--- src/sv/bmp332_pkg.sv ---
package bmp332_pkg;

  // file layout
  localparam int unsigned HDR_BYTES   = 14;
  localparam int unsigned INFO_BYTES  = 40;
  localparam logic [31:0] HEADER_END  = 32'(HDR_BYTES + INFO_BYTES);

  // little-endian header fields, first and last byte of each
  localparam logic [31:0] OFS_FIRST   = 32'd10;
  localparam logic [31:0] OFS_LAST    = 32'd13;
  localparam logic [31:0] WID_FIRST   = 32'd18;
  localparam logic [31:0] WID_LAST    = 32'd21;
  localparam logic [31:0] HGT_FIRST   = 32'd22;
  localparam logic [31:0] HGT_LAST    = 32'd25;
  // all three fields start at an address that is 2 mod 4
  localparam logic [1:0]  FIELD_LANE0 = 2'd2;

  localparam logic [7:0]  TOP3_MASK   = 8'hE0;
  localparam logic [1:0]  PAD_MASK    = 2'h3;

  // configuration register indexes
  localparam int unsigned CFG_IDX_W   = 2;
  localparam logic [CFG_IDX_W-1:0] CFG_FRAME_BASE = 2'd0;
  localparam logic [CFG_IDX_W-1:0] CFG_ORIGIN_X   = 2'd1;
  localparam logic [CFG_IDX_W-1:0] CFG_ORIGIN_Y   = 2'd2;

  typedef struct packed {
    logic [15:0] pos_x;
    logic [15:0] pos_y;
    logic [7:0]  color;
    logic        last_pixel;
  } pix_t;

endpackage

--- src/sv/bmp332_parser.sv ---
module bmp332_parser #(
  parameter int unsigned DIM_BITS = 16
) (
  input  logic               clk_i,
  input  logic               rst_ni,
  input  logic               step_i,
  input  logic [7:0]         file_byte_i,
  input  logic               start_of_file_i,
  input  logic [15:0]        origin_x_i,
  input  logic [15:0]        origin_y_i,
  output logic               pix_valid_o,
  output bmp332_pkg::pix_t   pix_o
);
  import bmp332_pkg::*;

  typedef enum logic [2:0] {
    PH_HEADER,
    PH_SKIP,
    PH_PIXEL,
    PH_PAD,
    PH_DONE
  } phase_e;

  phase_e              phase_q, phase_d, phase_b;
  logic [31:0]         cnt_q, cnt_d, cnt_b, cnt_inc;
  logic [31:0]         off_q, off_d, off_b;
  logic [DIM_BITS-1:0] width_q, width_d, width_b;
  logic [DIM_BITS-1:0] height_q, height_d, height_b;
  logic [1:0]          bip_q, bip_d, bip_b;
  logic [7:0]          blue_q, blue_d, blue_b;
  logic [7:0]          green_q, green_d, green_b;
  logic [DIM_BITS-1:0] col_q, col_d, col_b, col_inc;
  logic [DIM_BITS-1:0] row_q, row_d, row_b, row_inc;
  logic [1:0]          pad_q, pad_d, pad_b;
  logic [1:0]          lane;
  logic [31:0]         byte_shifted;

  function automatic phase_e enter_data(logic [DIM_BITS-1:0] w, logic [DIM_BITS-1:0] h);
    phase_e ph;
    ph = ((w == '0) || (h == '0)) ? PH_DONE : PH_PIXEL;
    return ph;
  endfunction

  always_comb begin
    // start mark clears the parse before this byte is seen
    phase_b  = start_of_file_i ? PH_HEADER : phase_q;
    cnt_b    = start_of_file_i ? '0 : cnt_q;
    off_b    = start_of_file_i ? '0 : off_q;
    width_b  = start_of_file_i ? '0 : width_q;
    height_b = start_of_file_i ? '0 : height_q;
    bip_b    = start_of_file_i ? '0 : bip_q;
    blue_b   = start_of_file_i ? '0 : blue_q;
    green_b  = start_of_file_i ? '0 : green_q;
    col_b    = start_of_file_i ? '0 : col_q;
    row_b    = start_of_file_i ? '0 : row_q;
    pad_b    = start_of_file_i ? '0 : pad_q;

    phase_d  = phase_b;
    cnt_d    = cnt_b;
    off_d    = off_b;
    width_d  = width_b;
    height_d = height_b;
    bip_d    = bip_b;
    blue_d   = blue_b;
    green_d  = green_b;
    col_d    = col_b;
    row_d    = row_b;
    pad_d    = pad_b;

    cnt_inc      = cnt_b + 32'd1;
    col_inc      = col_b + 1'b1;
    row_inc      = row_b + 1'b1;
    lane         = cnt_b[1:0] - FIELD_LANE0;
    byte_shifted = 32'(file_byte_i) << {lane, 3'b000};

    pix_valid_o      = 1'b0;
    pix_o.color      = (file_byte_i & TOP3_MASK) | ((green_b & TOP3_MASK) >> 3)
                     | ((blue_b & TOP3_MASK) >> 6);
    pix_o.pos_x      = origin_x_i + 16'(col_b);
    pix_o.pos_y      = origin_y_i + 16'(height_b) - 16'd1 - 16'(row_b);
    pix_o.last_pixel = 1'b0;

    unique case (phase_b)
      PH_HEADER: begin
        if (cnt_b >= OFS_FIRST && cnt_b <= OFS_LAST) begin
          off_d = off_b | byte_shifted;
        end else if (cnt_b >= WID_FIRST && cnt_b <= WID_LAST) begin
          width_d = DIM_BITS'(32'(width_b) | byte_shifted);
        end else if (cnt_b >= HGT_FIRST && cnt_b <= HGT_LAST) begin
          height_d = DIM_BITS'(32'(height_b) | byte_shifted);
        end
        cnt_d = cnt_inc;
        if (cnt_inc >= HEADER_END) begin
          if (off_d > HEADER_END) begin
            phase_d = PH_SKIP;
          end else begin
            phase_d = enter_data(width_d, height_d);
          end
        end
      end
      PH_SKIP: begin
        cnt_d = cnt_inc;
        if (cnt_inc >= off_b) begin
          phase_d = enter_data(width_b, height_b);
        end
      end
      PH_PAD: begin
        pad_d = pad_b - 2'd1;
        if (pad_d == 2'd0) begin
          phase_d = PH_PIXEL;
        end
      end
      PH_PIXEL: begin
        if (bip_b == 2'd0) begin
          blue_d = file_byte_i;
          bip_d  = 2'd1;
        end else if (bip_b == 2'd1) begin
          green_d = file_byte_i;
          bip_d   = 2'd2;
        end else begin
          // red byte closes the pixel
          pix_valid_o = 1'b1;
          bip_d       = 2'd0;
          col_d       = col_inc;
          if (col_inc == width_b) begin
            col_d = '0;
            row_d = row_inc;
            if (row_inc == height_b) begin
              phase_d          = PH_DONE;
              pix_o.last_pixel = 1'b1;
            end else if ((width_b[1:0] & PAD_MASK) != 2'd0) begin
              pad_d   = width_b[1:0] & PAD_MASK;
              phase_d = PH_PAD;
            end
          end
        end
      end
      default: begin
      end
    endcase
  end

  always_ff @(posedge clk_i or negedge rst_ni) begin
    if (!rst_ni) begin
      phase_q  <= PH_HEADER;
      cnt_q    <= '0;
      off_q    <= '0;
      width_q  <= '0;
      height_q <= '0;
      bip_q    <= '0;
      blue_q   <= '0;
      green_q  <= '0;
      col_q    <= '0;
      row_q    <= '0;
      pad_q    <= '0;
    end else if (step_i) begin
      phase_q  <= phase_d;
      cnt_q    <= cnt_d;
      off_q    <= off_d;
      width_q  <= width_d;
      height_q <= height_d;
      bip_q    <= bip_d;
      blue_q   <= blue_d;
      green_q  <= green_d;
      col_q    <= col_d;
      row_q    <= row_d;
      pad_q    <= pad_d;
    end
  end

endmodule

--- src/sv/bmp_rgb24_to_rgb332_writer_unit.sv ---
// channel   direction  handshake               payload
// in        input      in_valid_i/in_ready_o   file_byte_i, start_of_file_i
// out       output     out_valid_o/out_ready_i base_addr_o, pos_x_o, pos_y_o, color_o,
//                                              last_pixel_o
// cfg       input      cfg_valid_i/cfg_ready_o cfg_index_i, cfg_data_i
//
// one file byte per cycle while in_ready_o is high; a pixel write is offered in the cycle after its red byte is taken
// the latency is the single result register behind the parse logic
// in_ready_o drops only while a finished write is held and out_ready_i is low
// reset is asynchronous and active low; it clears the parse state, the configuration
// registers and the write valid
// cfg_ready_o is always high; a write to an index past the list is dropped
module bmp_rgb24_to_rgb332_writer_unit #(
  parameter int unsigned DIM_BITS = 16
) (
  input  logic                               clk_i,
  input  logic                               rst_ni,
  // byte stream in
  input  logic                               in_valid_i,
  output logic                               in_ready_o,
  input  logic [7:0]                         file_byte_i,
  input  logic                               start_of_file_i,
  // pixel writes out
  output logic                               out_valid_o,
  input  logic                               out_ready_i,
  output logic [31:0]                        base_addr_o,
  output logic [15:0]                        pos_x_o,
  output logic [15:0]                        pos_y_o,
  output logic [7:0]                         color_o,
  output logic                               last_pixel_o,
  // register writes
  input  logic                               cfg_valid_i,
  output logic                               cfg_ready_o,
  input  logic [bmp332_pkg::CFG_IDX_W-1:0]   cfg_index_i,
  input  logic [31:0]                        cfg_data_i
);
  import bmp332_pkg::*;

  logic        in_xfer;
  logic        pix_valid;
  pix_t        pix;

  logic [31:0] frame_base_q;
  logic [15:0] origin_x_q;
  logic [15:0] origin_y_q;

  logic        out_valid_q, out_valid_d;
  logic [31:0] base_addr_q;
  pix_t        pix_q;

  // the result register frees up in the same cycle it is drained
  assign in_ready_o  = !out_valid_q || out_ready_i;
  assign in_xfer     = in_valid_i && in_ready_o;
  assign cfg_ready_o = 1'b1;

  bmp332_parser #(
    .DIM_BITS(DIM_BITS)
  ) u_parser (
    .clk_i          (clk_i),
    .rst_ni         (rst_ni),
    .step_i         (in_xfer),
    .file_byte_i    (file_byte_i),
    .start_of_file_i(start_of_file_i),
    .origin_x_i     (origin_x_q),
    .origin_y_i     (origin_y_q),
    .pix_valid_o    (pix_valid),
    .pix_o          (pix)
  );

  // register file
  always_ff @(posedge clk_i or negedge rst_ni) begin
    if (!rst_ni) begin
      frame_base_q <= '0;
      origin_x_q   <= '0;
      origin_y_q   <= '0;
    end else if (cfg_valid_i && cfg_ready_o) begin
      unique case (cfg_index_i)
        CFG_FRAME_BASE: frame_base_q <= cfg_data_i;
        CFG_ORIGIN_X:   origin_x_q   <= cfg_data_i[15:0];
        CFG_ORIGIN_Y:   origin_y_q   <= cfg_data_i[15:0];
        default: begin
        end
      endcase
    end
  end

  // result register: loaded by a byte transfer that closes a pixel
  always_comb begin
    out_valid_d = out_valid_q;
    if (in_xfer) begin
      out_valid_d = pix_valid;
    end else if (out_ready_i) begin
      out_valid_d = 1'b0;
    end
  end

  always_ff @(posedge clk_i or negedge rst_ni) begin
    if (!rst_ni) begin
      out_valid_q <= 1'b0;
    end else begin
      out_valid_q <= out_valid_d;
    end
  end

  // payload carries no reset
  always_ff @(posedge clk_i) begin
    if (in_xfer && pix_valid) begin
      base_addr_q <= frame_base_q;
      pix_q       <= pix;
    end
  end

  assign out_valid_o  = out_valid_q;
  assign base_addr_o  = base_addr_q;
  assign pos_x_o      = pix_q.pos_x;
  assign pos_y_o      = pix_q.pos_y;
  assign color_o      = pix_q.color;
  assign last_pixel_o = pix_q.last_pixel;

endmodule

--- config.mk ---
export PLATFORM = sky130hd
export DESIGN_NAME = bmp_rgb24_to_rgb332_writer_unit
export DESIGN_NICKNAME = d
export VERILOG_FILES = /design/src/sv/bmp332_pkg.sv /design/src/sv/bmp332_parser.sv /design/src/sv/bmp_rgb24_to_rgb332_writer_unit.sv
export SDC_FILE = /design/constraint.sdc
export NUM_CORES = 1
export LEC_CHECK = 0
export ABC_AREA = 1
export BUFFER_PORTS_ARGS = -buffer_cell sky130_fd_sc_hd__buf_2
export CAP_MARGIN = 40
export CORE_AREA = 2 2 248 128
export DETAILED_ROUTE_END_ITERATION = 12
export DIE_AREA = 0 0 250 130
export PLACE_DENSITY = 0.78
export SYNTH_ARGS = -nofsm -noshare
export SYNTH_HDL_FRONTEND = slang
export SYNTH_SLANG_ARGS = --single-unit
--- constraint.sdc ---
create_clock -name clk_i -period 8.5 [get_ports clk_i]
set_clock_uncertainty 0.15 [all_clocks]
set_input_delay 0.85 -clock clk_i [delete_from_list [all_inputs] [get_ports clk_i]]
set_output_delay 0.85 -clock clk_i [all_outputs]
set_load 0.05 [all_outputs]
* Word-level counts from Yosys, hierarchy flattened
Index checks and enable logic that the tools add are counted.
Storage, ports and cells: bits in registers 289, output and inout bits 76, input bits 48, logic and storage cells 142
Cells by class: add/subtract/negate cells 9, eq/ne operators 8, bitwise operators 7, muxes and demuxes 64, shift operators 1, magnitude comparators 9, reductions and logical operators 24
Operator list (count):
- $mux W16 | 21
- $mux W32 | 6
- $ge A32 B5 Y1 const B | 2
- $le A32 B5 Y1 const B | 2
- $logic_not A16 Y1 | 4
- $mux W8 | 7
- $mux W3 | 12
- $add A16 B1 Y16 const B | 2
- $add A16 B16 Y16 | 2
- $add A32 B1 Y32 const B | 1
- $eq A16 B16 Y1 | 2
- $ge A32 B32 Y1 | 1
- $ge A32 B4 Y1 const B | 1
- $ge A32 B6 Y1 const B | 1
- $gt A32 B6 Y1 const B | 1
- $le A32 B4 Y1 const B | 1
- $or A16 B16 Y16 | 2
- $or A32 B32 Y32 | 1
- $shl A8 B5 Y32 | 1
- $mux W2 | 10
- $sub A16 B1 Y16 const B | 1
- $sub A16 B16 Y16 | 1
- $pmux W3 S4 | 1
- $or A8 B2 Y8 | 1
- other kinds (19) | 38

* Depth between registers and ports, before layout
depth in word-level cells 14, gate-level depth with buffers 28, mapped depth without buffers 26

* Cells and area by module
A second synthesis with hierarchy kept.
Second synthesis, totals: cells, all modules 2520, area total of the unflattened synthesis 18406.4 um^2
By module, submodules not included:
- bmp332_parser | area an instance 13553.0 um^2, cells each 2153, seq. area each 3503.4 um^2, instances 1
- bmp_rgb24_to_rgb332_writer_unit | area an instance 4853.4 um^2, cells each 367, seq. area each 3818.7 um^2, instances 1

* Least setup slack after synthesis
OpenSTA, ideal clock, no wires.
path type input-to-reg, from input port start_of_file_i, to register base_addr_q[0] (netlist: base_addr_o[0]) (enable), required time 7757 ps, data arrival time 6981 ps, setup time 593 ps, slack 775 ps, stages on the path 6, buffers on the path 3, cells stage by stage buf_4 > buf_6 > buf_2 > nor2_1 > clkinv_1 > nor3_1
Between the ends: longest elaborated chain between the ends 6, elaborated cells on any way between the ends 9, classes of those cells eq/ne: 2; mux: 5; reduce/logical: 2
RTL lines:
- start: declaration | line bmp_rgb24_to_rgb332_writer_unit.sv:22 | input logic start_of_file_i,
- $mux W2 | line bmp332_parser.sv:51 | bip_b = start_of_file_i ? '0 : bip_q;
- $eq A2 B1 Y1 | line bmp332_parser.sv:117 | end else if (bip_b == 2'd1) begin
- $mux W1 | line bmp332_parser.sv:117
- $mux W1 | line bmp332_parser.sv:114 | if (bip_b == 2'd0) begin
- $mux W1 (*) | line bmp332_parser.sv:83 | unique case (phase_b)
- $logic_and A1 B1 Y1 (*) | line bmp_rgb24_to_rgb332_writer_unit.sv:107 | if (in_xfer && pix_valid) begin
- end signal: assignment | line bmp_rgb24_to_rgb332_writer_unit.sv:108 | base_addr_q <= frame_base_q;
- end: declaration | line bmp_rgb24_to_rgb332_writer_unit.sv:48 | logic [31:0] base_addr_q;
Every way passes the cells marked *; elsewhere a longest branch is shown, timed or not. A chain may end at the register's enable or synchronous reset.

==> run summary <==
The routed length per placed instance is 20.28 um. For the sequential element share of the synthesized area, the log shows 40.91%. In this run the post-CTS setup repair buffer count came out at 0.

In the synthesized netlist the dominant register cell turns out to be sky130_fd_sc_hd__dfrtp_1. For this run, asynchronously set or reset flops after synthesis account for 73.74%. The headroom to the max-slew limit was 38.01%. The Yosys step of the flow raised 0 warnings.

Worst hold-check path type: input pin to asynchronous set/reset pin. Gates resized during post-CTS repair numbered 0. At the end of the flow, the number of nets in the layout was 2614.

For the worst setup path, the data required time is 8660 ps. Before CTS, the worst setup slack after placement is 3008 ps. The aggregate global routing overflow is 0, and the insertion delay of the later-clocked pin in the worst-skew pair is 570 ps.

The mux cell area share after synthesis works out to 1.007%. Sorting the synthesized cells by area gives the leading types as sky130_fd_sc_hd__dfrtp_1 (29%), sky130_fd_sc_hd__nand2_1 (13%), sky130_fd_sc_hd__edfxtp_1 (12%). Measured along the y axis, the die boundary spans 130 um. Entering global routing, the biggest net connects 74 pins. The first-pass iteration count of the detailed router was 8. The kind of start point of the critical path is an input pin.

Summed over all nets, the half-perimeter wirelength after detailed placement is 44910 um. The final period utilization was 59.59%. The count of H-tree levels built during CTS is 1, and the worst slack on hold paths is 127.4 ps. TritonCTS built the clock tree. For the area inside the core boundary, the log shows 30730 sq um. The first routing iteration left 2285 violations. CTS saw 278 sinks. The die width came out at 250 um.

Global routing consumed, over all layers together, 36.52% of the routing resources. The die covers 32500 sq um. sky130_fd_sc_hd__dfrtp_1 takes more of the synthesized area than any other cell. The flow ran to the end, and the final reports show no timing, DRC or antenna violations. Derived from the worst setup path, the maximum achievable clock frequency is 0.1974 GHz. Counting distinct cell types in the post-synthesis netlist gives 52.

The cell count after synthesis came out at 2385. During I/O placement, the number of pins put on the boundary was 124. The run gives 7322 sq um as the area occupied by registers.

Leaving out fill and tap cells, the most frequent cells in the layout are sky130_fd_sc_hd__nand2_1 (624), sky130_fd_sc_hd__inv_1 (332), sky130_fd_sc_hd__nor2_1 (272). The synthesized netlist occupies a cell area of 17900 sq um. Port buffering added 122 buffers. The first global-routing pass estimated 90380 um of wire. A synthesized cell averages 7.505 sq um. The accumulated negative setup slack was 0 ps; the initial core utilization was 58.24%. In the final layout, the multi-input gates occupy 8904 sq um. The number of buffers inserted for hold repair after clock tree synthesis was 0; the static power due to leakage was 9.494 nW.

Clock-pin slew was measured on the worst setup and hold paths at 70 ps. Worst reg-to-reg path cell count: 17. Summing over every cut layer, the via total after detailed routing is 17179. The minimum period implied by the final worst setup slack was 5066 ps. The share of cells above drive strength 1 was 9.956%. By startpoint and endpoint, the worst setup path is classified as input pin to register.

Main combinational cell family by area after synthesis: simple AND/OR/NAND/NOR gates. The maximum resistive drop on vdd is 0.1833 mV, and the final setup violation count is 0. The via count of the first global-routing pass is 15675.

Biggest fanout along the worst timing path: 41. Routability-driven placement finished with a final weighted congestion of 1.037. The number of clock buffers added by TritonCTS is 27.

For the worst setup path, the data arrival time is 5230 ps. The power density over cell area works out to 192.2 nW/um^2. Setup repair after global routing left no endpoint under its margin. The transition time of the tightest slew-check pin works out to 929.8 ps. The tools report the number of antenna violations at the first check in global routing as 0.

The synthesized net count was 2518; the number of inserted filler cells in the final layout was 2720. Of the total synthesized cell area, the portion taken by AND, OR, NAND and NOR gates is 26.51%. Of the total synthesized cell area, the portion taken by XOR and XNOR cells is 2.880%.

In this run the remaining antenna-violating nets after routing total 0. The max-slew violation count was 0. The share of the synthesized area in compound gates (AO/OA/AOI/OAI) was 12.61%; the count of inserted antenna diode cells was 0.

The routed via count divided by cell count works out to 5.905. Setup slack closes at 3434 ps. The number of max-cap violations was 0. Leaving out fill and tap cells, the most frequent cell in the layout is sky130_fd_sc_hd__nand2_1. The synthesized design contains 73 enable-type register cells.

After synthesis, the largest area contributor takes up 28.66% of total cell area. Number of hold violations in the final report: 0. The worst setup path is captured at a register. The adder-cell share of the synthesized area was 6.655%. The total of flip-flops plus latches after synthesis is 278, and the buffer depth of the longest clock path is 3. In this run the clock root is driven by a sky130_fd_sc_hd__clkbuf_16.

In this run the core area contains 46 standard-cell rows. Compared with the post-synthesis result, the final layout area differs by 10.37%. The DRC violation count after routing was 0; the wire length after detailed routing was 58980 um.
-- cell usage after synthesis (20+ instances only) --
cell                       count
sky130_fd_sc_hd__a21oi_1      97
sky130_fd_sc_hd__clkbuf_1     45
sky130_fd_sc_hd__dfrtp_1     205
sky130_fd_sc_hd__edfxtp_1     73
sky130_fd_sc_hd__ha_1         68
sky130_fd_sc_hd__inv_1       333
sky130_fd_sc_hd__nand2_1     624
sky130_fd_sc_hd__nand3_1     125
sky130_fd_sc_hd__nand4_1      37
sky130_fd_sc_hd__nor2_1      272
sky130_fd_sc_hd__nor2_2       20
sky130_fd_sc_hd__nor3_1       22
sky130_fd_sc_hd__o21ai_0     182
sky130_fd_sc_hd__o22ai_1      25
sky130_fd_sc_hd__xor2_1       40
-- registers in the layout, summed over array words and instances, names as in the netlist --
signal,flops
u_parser.off_q,32
pos_y_o,16
origin_x_q,16
u_parser.phase_q,3
u_parser.row_q,16
pos_x_o,16
u_parser.height_q,16
u_parser.width_q,16
u_parser.green_q,3
u_parser.bip_q,2
base_addr_o,32
u_parser.col_q,16
u_parser.pad_q,2
last_pixel_o,1
color_o,8
u_parser.blue_q,2
out_valid_o,1
frame_base_q,32
origin_y_q,16
u_parser.cnt_q,32
-- worst paths after layout --
| check | from | endpoint | slack [ps] |
|---|---|---|---|
| max in group asynchronous | rst_ni | u_parser.cnt_q[15]$_DFFE_PN0P_ | 6840 |
| hold reg to reg | frame_base_q[5]$_DFFE_PN0P_ | base_addr_o[5]$_DFFE_PP_ | 290 |
| setup reg to reg | u_parser.col_q[0]$_DFFE_PN0P_ | u_parser.row_q[6]$_DFFE_PN0P_ | 3600 |
| hold / removal | rst_ni | frame_base_q[18]$_DFFE_PN0P_ | 130 |
| setup / recovery | start_of_file_i | pos_y_o[13]$_DFFE_PP_ | 3430 |
| min in group clk_i | frame_base_q[5]$_DFFE_PN0P_ | base_addr_o[5]$_DFFE_PP_ | 290 |
-- metrics by stage --
step | area [sq um] | power, mW | cells | utilization (%)
2_1_floorplan | 17900 | 2.215 | 2385 | -
3_3_place_gp | 18770 | 2.471 | 2855 | 61.09
3_5_place_dp | 18870 | 2.508 | 2860 | 61.39
4_1_cts | 19760 | 3.758 | 2909 | 64.28
5_1_grt | 19760 | 3.961 | 2909 | 64.28
6_report | 19760 | 3.796 | 2909 | 64.28
-- critical path, stage by stage --
cell and delay, ps:
sky130_fd_sc_hd__buf_2 280, sky130_fd_sc_hd__buf_4 400, sky130_fd_sc_hd__buf_4 550, sky130_fd_sc_hd__nor2_1 200, sky130_fd_sc_hd__fa_1 480, sky130_fd_sc_hd__inv_1 70, sky130_fd_sc_hd__ha_1 140, sky130_fd_sc_hd__inv_1 60
sky130_fd_sc_hd__fa_1 410, sky130_fd_sc_hd__o21ai_0 330, sky130_fd_sc_hd__a21o_1 170, sky130_fd_sc_hd__a21oi_1 100, sky130_fd_sc_hd__o21ai_0 270, sky130_fd_sc_hd__a21oi_1 100, sky130_fd_sc_hd__o21ai_0 340, sky130_fd_sc_hd__a21oi_1 130
sky130_fd_sc_hd__nor2_1 110, sky130_fd_sc_hd__nor2_1 50, sky130_fd_sc_hd__xor2_1 140
-- area by class of cell --
| cell class | count | area share [%] |
|---|---|---|
| multi-input combinational | 1686 | 45.07 |
| sequential | 278 | 37.06 |
| inverter | 344 | 6.536 |
| clock inverter | 14 | 0.8234 |
| tap | 408 | 2.584 |
| timing repair buffer | 144 | 4.250 |
| clock buffer | 35 | 3.673 |
-- cell families after synthesis --
group                      Yosys count
DFF                                278
buffers and inverters              421
other                                1
muxes                               16
AOI/OAI and AO/OA                  397
and+or+nand+nor                   1133
xor gates and xnor gates            54
adders and majority gates           85
-- per-layer routing --
layer | GRT usage (%) | up-vias | wire length [um]
met1 | 57.36 | 8066 | 26940
met2 | 43.99 | 1110 | 20690
met4 | 5.248 | 4 | 634
met5 | 3.286 | - | 150
li1 | - | 7940 | -
met3 | 17.83 | 59 | 10570
-- report_power, final --
part / total (mW) / leakage (nW) / internal [mW] / switching [mW]
Clock: 1.26 / 0.438 / 0.698 / 0.561
Sequential: 1.62 / 3.35 / 1.51 / 0.118
Combinational: 0.913 / 5.71 / 0.291 / 0.623
Total: 3.80 / 9.49 / 2.49 / 1.30
Power figures use the tool's default switching activity.
